===== src/sv/mpd_pkg.sv =====
package mpd_pkg;

  // Number of pulse slots in one frame.
  localparam int SLOT_COUNT = 8;
  localparam int SLOT_IDX_W = $clog2(SLOT_COUNT);
  localparam int SLOT_POS_W = $clog2(SLOT_COUNT + 1);

  // Configuration register indexes.
  localparam logic [2:0] REG_VALID_MIN = 3'd0;
  localparam logic [2:0] REG_VALID_MAX = 3'd1;
  localparam logic [2:0] REG_START_MIN = 3'd2;
  localparam logic [2:0] REG_START_MAX = 3'd3;
  localparam logic [2:0] REG_TIMEOUT   = 3'd4;

  // Reset values of the configuration registers.
  localparam logic [15:0] VALID_MIN_RESET = 16'd700;
  localparam logic [15:0] VALID_MAX_RESET = 16'd2200;
  localparam logic [15:0] START_MIN_RESET = 16'd850;
  localparam logic [15:0] START_MAX_RESET = 16'd980;
  localparam logic [15:0] TIMEOUT_RESET   = 16'd5000;

  // Item kinds.
  localparam logic KIND_EDGE   = 1'b0;
  localparam logic KIND_STATUS = 1'b1;

  typedef struct packed {
    logic        kind;
    logic [31:0] edge_time_us;
    logic [31:0] now_ms;
    logic [2:0]  read_slot;
  } in_item_t;

  typedef struct packed {
    logic        frame_start;
    logic        stored;
    logic [2:0]  stored_slot;
    logic [15:0] stored_width;
    logic        alive;
    logic [15:0] read_value;
  } out_item_t;

  typedef struct packed {
    logic [15:0] valid_min_us;
    logic [15:0] valid_max_us;
    logic [15:0] start_min_us;
    logic [15:0] start_max_us;
    logic [15:0] timeout_ms;
  } cfg_t;

endpackage


===== src/sv/mpd_regs.sv =====
module mpd_regs (
  input  logic          clk,
  input  logic          rst,
  input  logic          cfg_valid,
  input  logic [2:0]    cfg_index,
  input  logic [15:0]   cfg_data,
  output mpd_pkg::cfg_t cfg
);

  // Register file; writes to unknown indexes are dropped.
  always_ff @(posedge clk) begin
    if (rst) begin
      cfg.valid_min_us <= mpd_pkg::VALID_MIN_RESET;
      cfg.valid_max_us <= mpd_pkg::VALID_MAX_RESET;
      cfg.start_min_us <= mpd_pkg::START_MIN_RESET;
      cfg.start_max_us <= mpd_pkg::START_MAX_RESET;
      cfg.timeout_ms   <= mpd_pkg::TIMEOUT_RESET;
    end else if (cfg_valid) begin
      case (cfg_index)
        mpd_pkg::REG_VALID_MIN: cfg.valid_min_us <= cfg_data;
        mpd_pkg::REG_VALID_MAX: cfg.valid_max_us <= cfg_data;
        mpd_pkg::REG_START_MIN: cfg.start_min_us <= cfg_data;
        mpd_pkg::REG_START_MAX: cfg.start_max_us <= cfg_data;
        mpd_pkg::REG_TIMEOUT:   cfg.timeout_ms   <= cfg_data;
        default: ;
      endcase
    end
  end

endmodule


===== src/sv/mpd_core.sv =====
module mpd_core (
  input  logic              clk,
  input  logic              rst,
  input  logic              step,
  input  mpd_pkg::in_item_t item,
  input  mpd_pkg::cfg_t     cfg,
  output mpd_pkg::out_item_t result
);

  logic [31:0] previous_edge_us;
  logic [31:0] previous_edge_us_next;
  logic [mpd_pkg::SLOT_POS_W-1:0] slot_position;
  logic [mpd_pkg::SLOT_POS_W-1:0] slot_position_next;
  logic [31:0] last_valid_ms;
  logic [31:0] last_valid_ms_next;
  logic [15:0] slot_widths [mpd_pkg::SLOT_COUNT];

  logic [31:0] gap;
  logic        is_edge;
  logic        gap_valid;
  logic        gap_start;
  logic        do_store;
  logic [mpd_pkg::SLOT_IDX_W-1:0] wr_idx;
  logic [31:0] since_valid;
  logic [15:0] rd_word;

  // Gap classification against the two windows.
  assign is_edge   = (item.kind == mpd_pkg::KIND_EDGE);
  assign gap       = item.edge_time_us - previous_edge_us;
  assign gap_valid = (gap > {16'd0, cfg.valid_min_us}) && (gap < {16'd0, cfg.valid_max_us});
  assign gap_start = (gap > {16'd0, cfg.start_min_us}) && (gap < {16'd0, cfg.start_max_us});
  assign do_store  = is_edge && gap_valid && !gap_start &&
                     (32'(slot_position) < mpd_pkg::SLOT_COUNT);
  assign wr_idx    = slot_position[mpd_pkg::SLOT_IDX_W-1:0];

  // Next state of the position, timestamps and last valid time.
  always_comb begin
    slot_position_next    = slot_position;
    last_valid_ms_next    = last_valid_ms;
    previous_edge_us_next = previous_edge_us;
    if (is_edge) begin
      previous_edge_us_next = item.edge_time_us;
      if (gap_valid && gap_start) begin
        slot_position_next = '0;
      end else if (do_store) begin
        slot_position_next = slot_position + 1'b1;
        last_valid_ms_next = item.now_ms;
      end
    end
  end

  // Slot read, with the write of this item forwarded.
  always_comb begin
    rd_word = slot_widths[item.read_slot];
    if (do_store && (wr_idx == item.read_slot)) begin
      rd_word = gap[15:0];
    end
  end

  assign since_valid = item.now_ms - last_valid_ms_next;

  // Result of the current item.
  always_comb begin
    result.frame_start  = is_edge && gap_valid && gap_start;
    result.stored       = do_store;
    result.stored_slot  = do_store ? 3'(wr_idx) : 3'd0;
    result.stored_width = do_store ? gap[15:0] : 16'd0;
    result.alive        = (since_valid < {16'd0, cfg.timeout_ms});
    result.read_value   = (32'(item.read_slot) < mpd_pkg::SLOT_COUNT) ? rd_word : 16'd0;
  end

  // State registers, updated once per item that moves on.
  always_ff @(posedge clk) begin
    if (rst) begin
      previous_edge_us <= '0;
      slot_position    <= mpd_pkg::SLOT_POS_W'(mpd_pkg::SLOT_COUNT);
      last_valid_ms    <= '0;
      for (int i = 0; i < mpd_pkg::SLOT_COUNT; i++) begin
        slot_widths[i] <= '0;
      end
    end else if (step) begin
      previous_edge_us <= previous_edge_us_next;
      slot_position    <= slot_position_next;
      last_valid_ms    <= last_valid_ms_next;
      if (do_store) begin
        slot_widths[wr_idx] <= gap[15:0];
      end
    end
  end

  // The position never passes the slot count.
  a_pos_bound: assert property (@(posedge clk) disable iff (rst)
    32'(slot_position) <= mpd_pkg::SLOT_COUNT)
    else $error("slot position beyond slot count");

  // A stored gap advances the position by one.
  a_store_advance: assert property (@(posedge clk) disable iff (rst)
    (step && do_store) |=> (slot_position == $past(slot_position) + 1'b1))
    else $error("store did not advance position");

  // A start pulse rewinds the position.
  a_start_rewind: assert property (@(posedge clk) disable iff (rst)
    (step && result.frame_start) |=> (slot_position == '0))
    else $error("start pulse did not rewind position");

  // A status item leaves the state untouched.
  a_status_hold: assert property (@(posedge clk) disable iff (rst)
    (step && !is_edge) |=> ($stable(previous_edge_us) && $stable(slot_position) &&
                            $stable(last_valid_ms)))
    else $error("status item changed state");

endmodule


===== src/sv/multiswitch_pulse_train_decoder.sv =====
// Channel  | Handshake                 | Payload
// item     | item_valid / item_ready   | item_data (mpd_pkg::in_item_t)
// result   | result_valid / result_ready | result_data (mpd_pkg::out_item_t)
// config   | cfg_valid / cfg_ready     | cfg_index, cfg_data
//
// The result is offered once its item has passed the input register and the
// decode and state update have loaded the result register.
// One item is accepted per cycle while the result is not stalled; the state
// update of an item is ready in time for the one behind it. Synchronous
// reset restores the register defaults, clears all slots and waits for a
// start pulse. A stalled result holds both stages, and input is refused
// only while both are full.
module multiswitch_pulse_train_decoder (
  input  logic               clk,
  input  logic               rst,
  input  logic               item_valid,
  output logic               item_ready,
  input  mpd_pkg::in_item_t  item_data,
  output logic               result_valid,
  input  logic               result_ready,
  output mpd_pkg::out_item_t result_data,
  input  logic               cfg_valid,
  output logic               cfg_ready,
  input  logic [2:0]         cfg_index,
  input  logic [15:0]        cfg_data
);

  mpd_pkg::cfg_t      cfg;
  mpd_pkg::in_item_t  hold_item;
  logic               hold_valid;
  logic               advance;
  mpd_pkg::out_item_t core_result;

  assign cfg_ready = 1'b1;

  mpd_regs u_regs (
    .clk       (clk),
    .rst       (rst),
    .cfg_valid (cfg_valid),
    .cfg_index (cfg_index),
    .cfg_data  (cfg_data),
    .cfg       (cfg)
  );

  // The held item moves on when the result register is free.
  assign advance    = hold_valid && (!result_valid || result_ready);
  assign item_ready = !hold_valid || advance;

  // Input register.
  always_ff @(posedge clk) begin
    if (rst) begin
      hold_valid <= 1'b0;
    end else if (item_ready) begin
      hold_valid <= item_valid;
    end
  end

  always_ff @(posedge clk) begin
    if (item_ready && item_valid) begin
      hold_item <= item_data;
    end
  end

  mpd_core u_core (
    .clk    (clk),
    .rst    (rst),
    .step   (advance),
    .item   (hold_item),
    .cfg    (cfg),
    .result (core_result)
  );

  // Result register.
  always_ff @(posedge clk) begin
    if (rst) begin
      result_valid <= 1'b0;
    end else if (advance) begin
      result_valid <= 1'b1;
    end else if (result_ready) begin
      result_valid <= 1'b0;
    end
  end

  always_ff @(posedge clk) begin
    if (advance) begin
      result_data <= core_result;
    end
  end

endmodule

===== config.mk =====
export PLATFORM = sky130hd
export DESIGN_NAME = multiswitch_pulse_train_decoder
export DESIGN_NICKNAME = d
export VERILOG_FILES = /design/src/sv/mpd_pkg.sv /design/src/sv/mpd_regs.sv /design/src/sv/mpd_core.sv /design/src/sv/multiswitch_pulse_train_decoder.sv
export SDC_FILE = /design/constraint.sdc
export NUM_CORES = 1
export LEC_CHECK = 0
export ABC_AREA = 1
export ABC_CLOCK_PERIOD_IN_PS = 13800
export BUFFER_PORTS_ARGS = -buffer_cell sky130_fd_sc_hd__buf_2
export CORE_MARGIN = 4
export CORE_UTILIZATION = 25
export DETAILED_ROUTE_END_ITERATION = 8
export MAX_ROUTING_LAYER = met4
export PLACE_DENSITY = 0.4
export RECOVER_POWER = 100
export SYNTH_ARGS = -nofsm -noshare
export SYNTH_HDL_FRONTEND = slang
export SYNTH_HIERARCHICAL = 1
export SYNTH_SLANG_ARGS = --single-unit
export TNS_END_PERCENT = 30

===== constraint.sdc =====
create_clock -name clk -period 13.8 [get_ports clk]
set_input_delay 2.07 -clock clk [delete_from_list [all_inputs] [get_ports clk]]
set_output_delay 2.07 -clock clk [all_outputs]
set_load 0.01 [all_outputs]

# Word-level counts from Yosys, hierarchy flattened
# Memory sizes are Yosys's and may differ from the RTL's. A register that Yosys moved wholly into a read port is not among the register bits.
# Index checks and enable logic that the tools add are counted.
# Widths: inputs -> output; s select.
# totals
elab_cells	80
out_inout_bits	41
mem_count	1
regBits	256
in_bits	92
mem_bits_rw	128
# memory_table
name	words	width	read_ports	rd_ports_with_merged_regs	write_ports	line	rtl
u_core.slot_widths	8	16	1	1	8	mpd_core.sv:16	logic [15:0] slot_widths [mpd_pkg::SLOT_COUNT];
# op_classes
magnitude_cmp	6
mux	18
eq_ne	5
n_reduce_logical	26
addsub	3
bitwise	1
# op_table
cell	count
$lt 32x16->1	3
$mux 32	3
$gt 32x16->1	2
$sub 32x32->32	2
$mux 16	2
$reduce_or 16->1	1
$reduce_and 2->1	6
$logic_and 1x1->1	10
$mux 1	9
$mux 4	2
$eq 3x2->1 const B	2
$mux 3	2
$add 4x1->4 const B	1
$lt 4x4->1 const B	1
$reduce_bool 2->1	2
$eq 3x1->1 const B	1
$eq 3x3->1	1
$eq 3x3->1 const B	1
$logic_not 1->1	3
$logic_not 3->1	1
$reduce_and 3->1	1
$logic_or 1x1->1	2
$not 1->1	1

# Longest topological paths before layout
# Gate-level depths: netlist of run 1.
# logic_depth
word_depth	12
mapped_depth	57
ltp_nobuf	55

# By module
# Netlist of run 1, hierarchy kept.
# modules_own_cells
module	seq_area_each_um2	area_per_inst_um2	cells_per_inst	n_inst
mpd_core	5205.0	15155.8	2167	1
multiswitch_pulse_train_decoder	3223.1	3285.7	120	1
mpd_regs	1601.5	3148.0	440	1

# Worst setup path before layout of run 1
# OpenSTA, ideal clock, no wires.
# synth_timing
kind	flip-flop to flip-flop
startpoint	register hold_item[35] (netlist name)
endpoint	register result_data[16] (netlist name) (data pin)
setup_time_ns	0.138
synth_period_minus_slack_ns	6.744
arrival_time_ns	6.606
setup_slack_ns	7.056
required_time_ns	13.662
stages_incl_launch_ff	55
n_path_buf	3
cell_sequence	edfxtp_1 -> inv_1 -> ha_1 -> inv_1 -> fa_1 -> nand2_1 -> nand3_1 -> xnor2_1 -> clkbuf_1 -> inv_1 -> ha_1 -> nand2_1 -> nor2_1 -> nand2_1 -> nand2_1 -> nand2_1 -> a21oi_1 -> nand3_1 -> [... 19 more ...] -> nand2_1 -> nand3_1 -> nand2_1 -> nand2_1 -> nand2_1 -> xor2_1 -> ha_1 -> nand2_1 -> inv_1 -> nand3_1 -> a21oi_1 -> a2111oi_0 -> nand4_1 -> nor2_1 -> nand2_1 -> nor2_1 -> nand2_1 -> nor2_1
# synth_rtl
element	line	rtl
start: declaration	multiswitch_pulse_train_decoder.sv:29	mpd_pkg::in_item_t hold_item;
start signal: assignment	multiswitch_pulse_train_decoder.sv:60	hold_item <= item_data;
end signal: assignment	multiswitch_pulse_train_decoder.sv:86	result_data <= core_result;
end: declaration	multiswitch_pulse_train_decoder.sv:21	output mpd_pkg::out_item_t result_data,

==> results of run 1 <==
==> cell families (layout without fill, tap and decap cells) <==
logic type	count (synthesis)	count (layout)	share of synthesized area, %
fa+ha+maj	139	139	8.13
xor+xnor	34	34	1.38
other cells	1	2	0.0174
simple gates	1214	1214	23.5
compound gates	443	443	11.3
buf+inv	512	662	9.25
flops	384	384	46.5
==> cells in the final DEF (no fill, tap or decap), types with 3 or more instances in the layout <==
| cell | instances |
|---|---|
| dfxtp_1 | 150 |
| nand2_1 | 547 |
| o21ai_1 | 3 |
| nand4_1 | 27 |
| clkinv_2 | 8 |
| o21a_1 | 6 |
| buf_2 | 80 |
| xnor2_1 | 11 |
| nor4_1 | 4 |
| clkbuf_16 | 49 |
| nor2_1 | 432 |
| nand2_2 | 13 |
| clkbuf_8 | 3 |
| clkinv_1 | 25 |
| o21ai_0 | 208 |
| nand3_1 | 144 |
| buf_4 | 11 |
| o21bai_1 | 5 |
| ha_1 | 137 |
| nor3_1 | 16 |
| nand3_4 | 4 |
| inv_2 | 18 |
| bufinv_16 | 6 |
| clkinv_4 | 3 |
| a21o_1 | 3 |
| clkbuf_1 | 72 |
| inv_1 | 381 |
| nor2_2 | 8 |
| a21oi_2 | 5 |
| a21oi_1 | 152 |
| o211ai_1 | 18 |
| nor2_4 | 6 |
| o22ai_1 | 16 |
| edfxtp_1 | 234 |
| o221ai_1 | 16 |
| xor2_1 | 23 |
==> synth_stat cells, types with 3 or more instances <==
master / instances
nand2_1: 545
nor2_1: 432
inv_1: 382
edfxtp_1: 234
o21ai_0: 208
a21oi_1: 153
dfxtp_1: 150
nand3_1: 143
ha_1: 137
clkbuf_1: 60
nand4_1: 26
xor2_1: 23
clkinv_1: 20
inv_2: 19
o211ai_1: 18
nor3_1: 16
o221ai_1: 16
o22ai_1: 16
nand2_2: 15
buf_4: 12
xnor2_1: 11
buf_1: 10
nor2_2: 7
nor2_4: 7
buf_2: 6
o21a_1: 6
a21oi_2: 5
o21bai_1: 5
nand3_4: 4
nor4_1: 4
a21o_1: 3
buf_6: 3
nand3_2: 3
o21ai_1: 3
==> report_power, final <==
group          internal [uW]  switching, uW
Combinational            188            412
Clock                    789            523
Sequential              1270           22.6
==> registers in the layout (all words and copies together), names as in the netlist <==
signal,flops
hold_item,68
u_core/previous_edge_us,32
result_data,38
u_core/slot_position,4
u_core/last_valid_ms,32
u_core/slot_widths,128
hold_valid,1
result_valid,1
u_regs/cfg,80
==> stage by stage <==
stage	instances	setup slack (ns)
2_1_floorplan	2727	7.06
3_3_place_gp	3931	4.64
3_5_place_dp	3931	4.76
4_1_cts	4021	4.75
5_1_grt	4022	2.82
6_report	4022	3.93
==> routing by layer <==
metal,wire length [microns],vias up
met1,31000,8315
met3,2710,87
met5,0,-
li1,-,9113
met4,1700,0
met2,32500,332
==> critical path, delay by kind of cell (launching register included) <==
| family | cells | cell delay, ns |
|---|---|---|
| buf+inv | 6 | 2.06 |
| compound gates | 6 | 1.45 |
| xor+xnor | 2 | 0.91 |
| flops | 1 | 0.35 |
| fa+ha+maj | 6 | 1.90 |
| simple gates | 28 | 3.05 |
==> path summary, 6_finish.rpt <==
check	end	start	depth (start not counted)
worst min-delay path	u_core/previous_edge_us[16]	u_core/previous_edge_us[16]	2
worst max register to register	result_data[16]	hold_item[35]	48
worst min register to register	u_core/previous_edge_us[16]	u_core/previous_edge_us[16]	2
worst max-delay path	result_data[16]	hold_item[35]	48
==> cell type report <==
class                   count  area, sq um  share of cell area (%)
inverters                 421         1580                    6.34
diodes                      1         2.50                  0.0100
repair buffers            151          708                    2.84
well taps                1144         1430                    5.74
multi-input cells        1831         9540                    38.2
clock inverters            26          344                    1.38
flip-flops and latches    384        10000                    40.2
clock buffers              64         1310                    5.26
==> results.md, run 1 <==
* Drt first pass iters at 5
* Cell count after synthesis at 2727
* DRC errors left at 0
* Post-DP HPWL at 49.7 mm
* Power Total at 3210 uW
* RSZ-0062 raised after global routing: no
* Placed Area at 0.0234 sq mm
* Root Buffer: clkbuf_16
* Share of layout cells above drive strength 1 at between 7 and 8%
* Synth top area share at between 30% and 40%
* Ys async rst share at 0%
* Achievable clock frequency at around 0.10 GHz
* I/O pins at approximately 130
* Final period utilization at 71.5%
* Routed vias at about 18000
* Routed wire length at 67.9 mm
* NumNets Final at between 3000 and 4000
* Max-slew headroom at -176%
* GR Util met2 at between 20% and 30%
* Largest net degree at the start of global routing at 81
* Area delta synth->final at 15.6%
* Die width at 302 microns
* Delay of the slowest critical-path stage at between 1.5 and 2 ns
* Initial Util at 25.3%
* First-pass GRT wire length at 105 mm
* Clock transition at path regs at 0.06 ns
* Cts repair resizes at 0
* Syn nets at slightly below 3000
* CP dominant cell by count: nand2_1
* Antenna violations before repair at 1
* Flop2flop setup slack at 3.93 ns
* DRT iter0 DRCs at roughly 930
* Arrival @ worst endpoint at 10.34 ns
* Fin Hold WS at about 0.46 ns
* Vias/cell at 4.44
* Core ar. at 0.0854 sq mm
* Design area at 0.0250 sq mm
* Final slew viol count at 368
* VDD IR max at 0.138 mV
* Clock tree buffer depth at 3
* Crit-path max FO at between 40 and 50
* Mapped Avg Cell Area at 7.92 sq um
* ANT nets after route at 0
* Slowest CP cell: clkbuf_1
* Met3 Track Usage GR at under 10%
* Top FF cell, synth: edfxtp_1
* Cts hold-fix bufs at 0
* CTS tree: yes
* Failing checks: max-capacitance violations, max-slew violations
* H-tree depth at 2
* Fin crit period at 9.87 ns
* Largest area contributor in the netlist: edfxtp_1
* Run status: finished with violations
* GRT Total Usage at approximately 15%
* GRT overflow at 0
* Max-Cap Viols at 7
* Register area share after synthesis at 46.5%
* Vias in the first global route at 17944
* Yosys cell types at 53
* Worst setup SP type: flop
* CTS Sinks at 384
* Final Skew at 0.0422 ns
* Per-cell routed wire length at 16.9 microns
* M1 GR Usage at 19.4%
* Row count at 107
* Yosys warns at 6
* Main area contributors after synthesis: edfxtp_1 33%, dfxtp_1 14%, nand2_1 9.5%
* Setup Buffers After CTS at 0
* Fin util at 29.2%
* Port Buf Inserts at 131
* CTS Buf Count at 48
* Die area at 0.0911 sq mm
* Crit end category: flop
* Chip Height at 302 microns
* Fillers at between 9000 and 10000
* Final Hold Viols at 0
* Global route hottest layer: met2
* Synth Register Bits at 384
* Setup CP Type: reg -> reg
* Pleak at 0.0108 uW
* Fin Setup TNS at 0 ns
* Worst slew pin tran at 4.14 ns
* Clk Latency, worst-skew pair at 0.61 ns
* Power Dens Cells at 129 mW/mm^2
* Mapped Area at between 0.02 and 0.025 sq mm
* Worst Hold Class: reg -> reg
* Final setup fails at 0
* Worst EP required at 14.27 ns
* Final Wtd Congestion at 0.882
* Number of flops mapped to enable cells by yosys at 234
(Power assumes the default switching activity.)
==> run 2, diff against run 1 <==
- ABC_CLOCK_PERIOD_IN_PS: 13800 -> 9800
- clock period: 13.8 -> 9.8 ns (I/O delays scaled with it)
==> run 2 against run 1 <==
The run still ends with max-capacitance violations, max-slew violations left; sequential share of layout area grew 0.083 points; power grew 38%; die area is the same; worst setup slack lost 2.5 ns; global-route usage shrank 0.30 points; critical endpoint unchanged; largest cell class unchanged; highest routed layer unchanged.
==> results.md, run 2 (synthesized netlist as in run 1, its figures left out) <==
* Drt first pass iters at 5 (unchanged)
* Vias in the first global route at 17402 (was 17944)
* Post-DP HPWL at 48.8 mm (was 49.7 mm)
* Max FFs per register at 128 (unchanged)
* Setup Buffers After CTS at 0 (unchanged)
* Final slew viol count at 325 (was 368)
* Clock tree buffer depth at 3 (unchanged)
* Crit end category: flop (unchanged)
* Power Dens Cells at 178 mW/mm^2 (was 129 mW/mm^2)
* Final Skew at 0.0278 ns (was 0.0422 ns)
* Achievable clock frequency at 0.120 GHz (was 0.101 GHz)
* H-tree depth at 2 (unchanged)
* Commonest non-fill, non-tap cell in the layout: nand2_1 (unchanged)
* Worst slew pin tran at 4.06 ns (was 4.14 ns)
* Routed wire length at 67.3 mm (was 67.9 mm)
* Commonest non-fill, non-tap cells in the layout: 547 x nand2_1, 432 x nor2_1, 381 x inv_1 (unchanged)
* Port Buf Inserts at 131 (unchanged)
* Worst EP required at 10.25 ns (was 14.27 ns)
* GRT overflow at 0 (unchanged)
* Final period utilization at 85.1% (was 71.5%)
* Power Total at 4440 uW (was 3210 uW)
* CTS tree: yes (unchanged)
* Arrival @ worst endpoint at 8.79 ns (was 10.34 ns)
* Design area at 0.0249 sq mm (was 0.0250 sq mm)
* Final setup fails at 0 (unchanged)
* CP dominant cell by count: nand2_1 (unchanged)
* Run status: finished with violations (unchanged)
* Hold_sp: u_core/previous_edge_us[18] (was u_core/previous_edge_us[16])
* Fin crit period at 8.34 ns (was 9.87 ns)
* ANT nets after route at 0 (unchanged)
* Vias/cell at 4.45 (was 4.44)
* Cts hold-fix bufs at 0 (unchanged)
* Row count at 107 (unchanged)
* Worst Hold Class: reg -> reg (unchanged)
* Die area at 0.0911 sq mm (unchanged)
* Failing checks: max-capacitance violations, max-slew violations (unchanged)
* CTS Sinks at 384 (unchanged)
* Max-Cap Viols at 6 (was 7)
* Die width at 302 microns (unchanged)
* DRT iter0 DRCs at 1078 (was 925)
* RSZ-0062 raised after global routing: no (unchanged)
* Share of layout cells above drive strength 1 at 8.03% (was 7.96%)
* Delay of the slowest critical-path stage at 0.61 ns (was 1.76 ns)
* Clock transition at path regs at 0.06 ns (about the same)
* Antenna violations before repair at 1 (unchanged)
* Crit-path max FO at 46 (was 42)
* First-pass GRT wire length at 103 mm (was 105 mm)
* Core ar. at 0.0854 sq mm (unchanged)
* Worst setup path start: hold_item[35] (unchanged)
* NumNets Final at 3068 (unchanged)
* Root Buffer: clkbuf_16 (unchanged)
* Setup CP Type: reg -> reg (unchanged)
* Fin util at 29.2% (about the same)
* Biggest regs: u_core/slot_widths x128, u_regs/cfg x80, hold_item x68 (unchanged)
* Setup ws final at 1.46 ns (was 3.93 ns)
* Largest net degree at the start of global routing at 81 (unchanged)
* Placed Area at 0.0234 sq mm (about the same)
* CTS Buf Count at 49 (was 48)
* Clk Latency, worst-skew pair at 0.60 ns (was 0.61 ns)
* Flop2flop setup slack at 1.46 ns (was 3.93 ns)
* Routed vias at 17901 (was 17847)
* Pleak at 0.0108 uW (about the same)
* Initial Util at 25.3% (unchanged)
* GRT Total Usage at 14.9% (was 15.2%)
* Per-cell routed wire length at 16.7 microns (was 16.9 microns)
* Final Hold Viols at 0 (unchanged)
* Pre-CTS setup slack at 1.44 ns (was 4.76 ns)
* # diodes at 0 (was 1)
* VDD IR max at 0.193 mV (was 0.138 mV)
* I/O pins at 133 (unchanged)
* Worst setup SP type: flop (unchanged)
* Chip Height at 302 microns (unchanged)
* Fin Setup TNS at 0 ns (unchanged)
* DRC errors left at 0 (unchanged)
* Worst reg2reg path startpoint: hold_item[35] (unchanged)
* Slowest CP cell: xor2_1 (was clkbuf_1)
* Final Wtd Congestion at 0.867 (was 0.882)
* Area delta synth->final at 15.3% (was 15.6%)
* Cts repair resizes at 0 (unchanged)
* Max-slew headroom at -170% (was -176%)
* Biggest register: u_core/slot_widths (unchanged)
[run 2: area by class of cell]
type	count	area (sq um)
fill	9334	60500
sequential	384	10000
multi-input combinational	1831	9560
inverter	421	1580
tap	1144	1430
clock buffer	62	1340
timing repair buffer	150	704
clock inverter	30	260
[run 2: worst paths after layout]
path | to | cells past startpoint
worst min register to register | u_core/previous_edge_us[18] | 2
worst max register to register | result_data[16] | 50
worst min-delay path | u_core/previous_edge_us[18] | 2
worst max-delay path | result_data[16] | 50
[run 2: per-layer routing]
layer | global-route usage, % | wire length [microns] | vias to the layer above
met5 | - | 0 | -
met3 | 1.97 | 2600 | 73
met4 | 3.29 | 1240 | 0
met1 | 19.2 | 31200 | 8382
met2 | 25.1 | 32200 | 309
li1 | - | - | 9137
[run 2: power breakdown]
| group | total [uW] | leakage [uW] | switching, uW | internal [uW] |
|---|---|---|---|---|
| Combinational | 845 | 0.00651 | 581 | 264 |
| Clock | 1770 | 0.000781 | 740 | 1030 |
| Sequential | 1820 | 0.00352 | 31.3 | 1790 |
[run 2: through the flow]
step,cells,hold WS [ns]
finish,4022,0.456
floorplan,2727,0.429
CTS,4022,0.460
global placement,3930,0.445
global route,4022,0.468
detailed placement,3930,0.448
[run 2: worst max-delay path, delay by kind of cell (launching register included)]
kind                       cells  cell delay (ns)
adders and majority gates      5             1.56
AOI/OAI and AO/OA              6             1.21
xor gates and xnor gates       2             0.80
DFF                            1             0.35
buffers and inverters          6             0.98
and+or+nand+nor               31             3.25
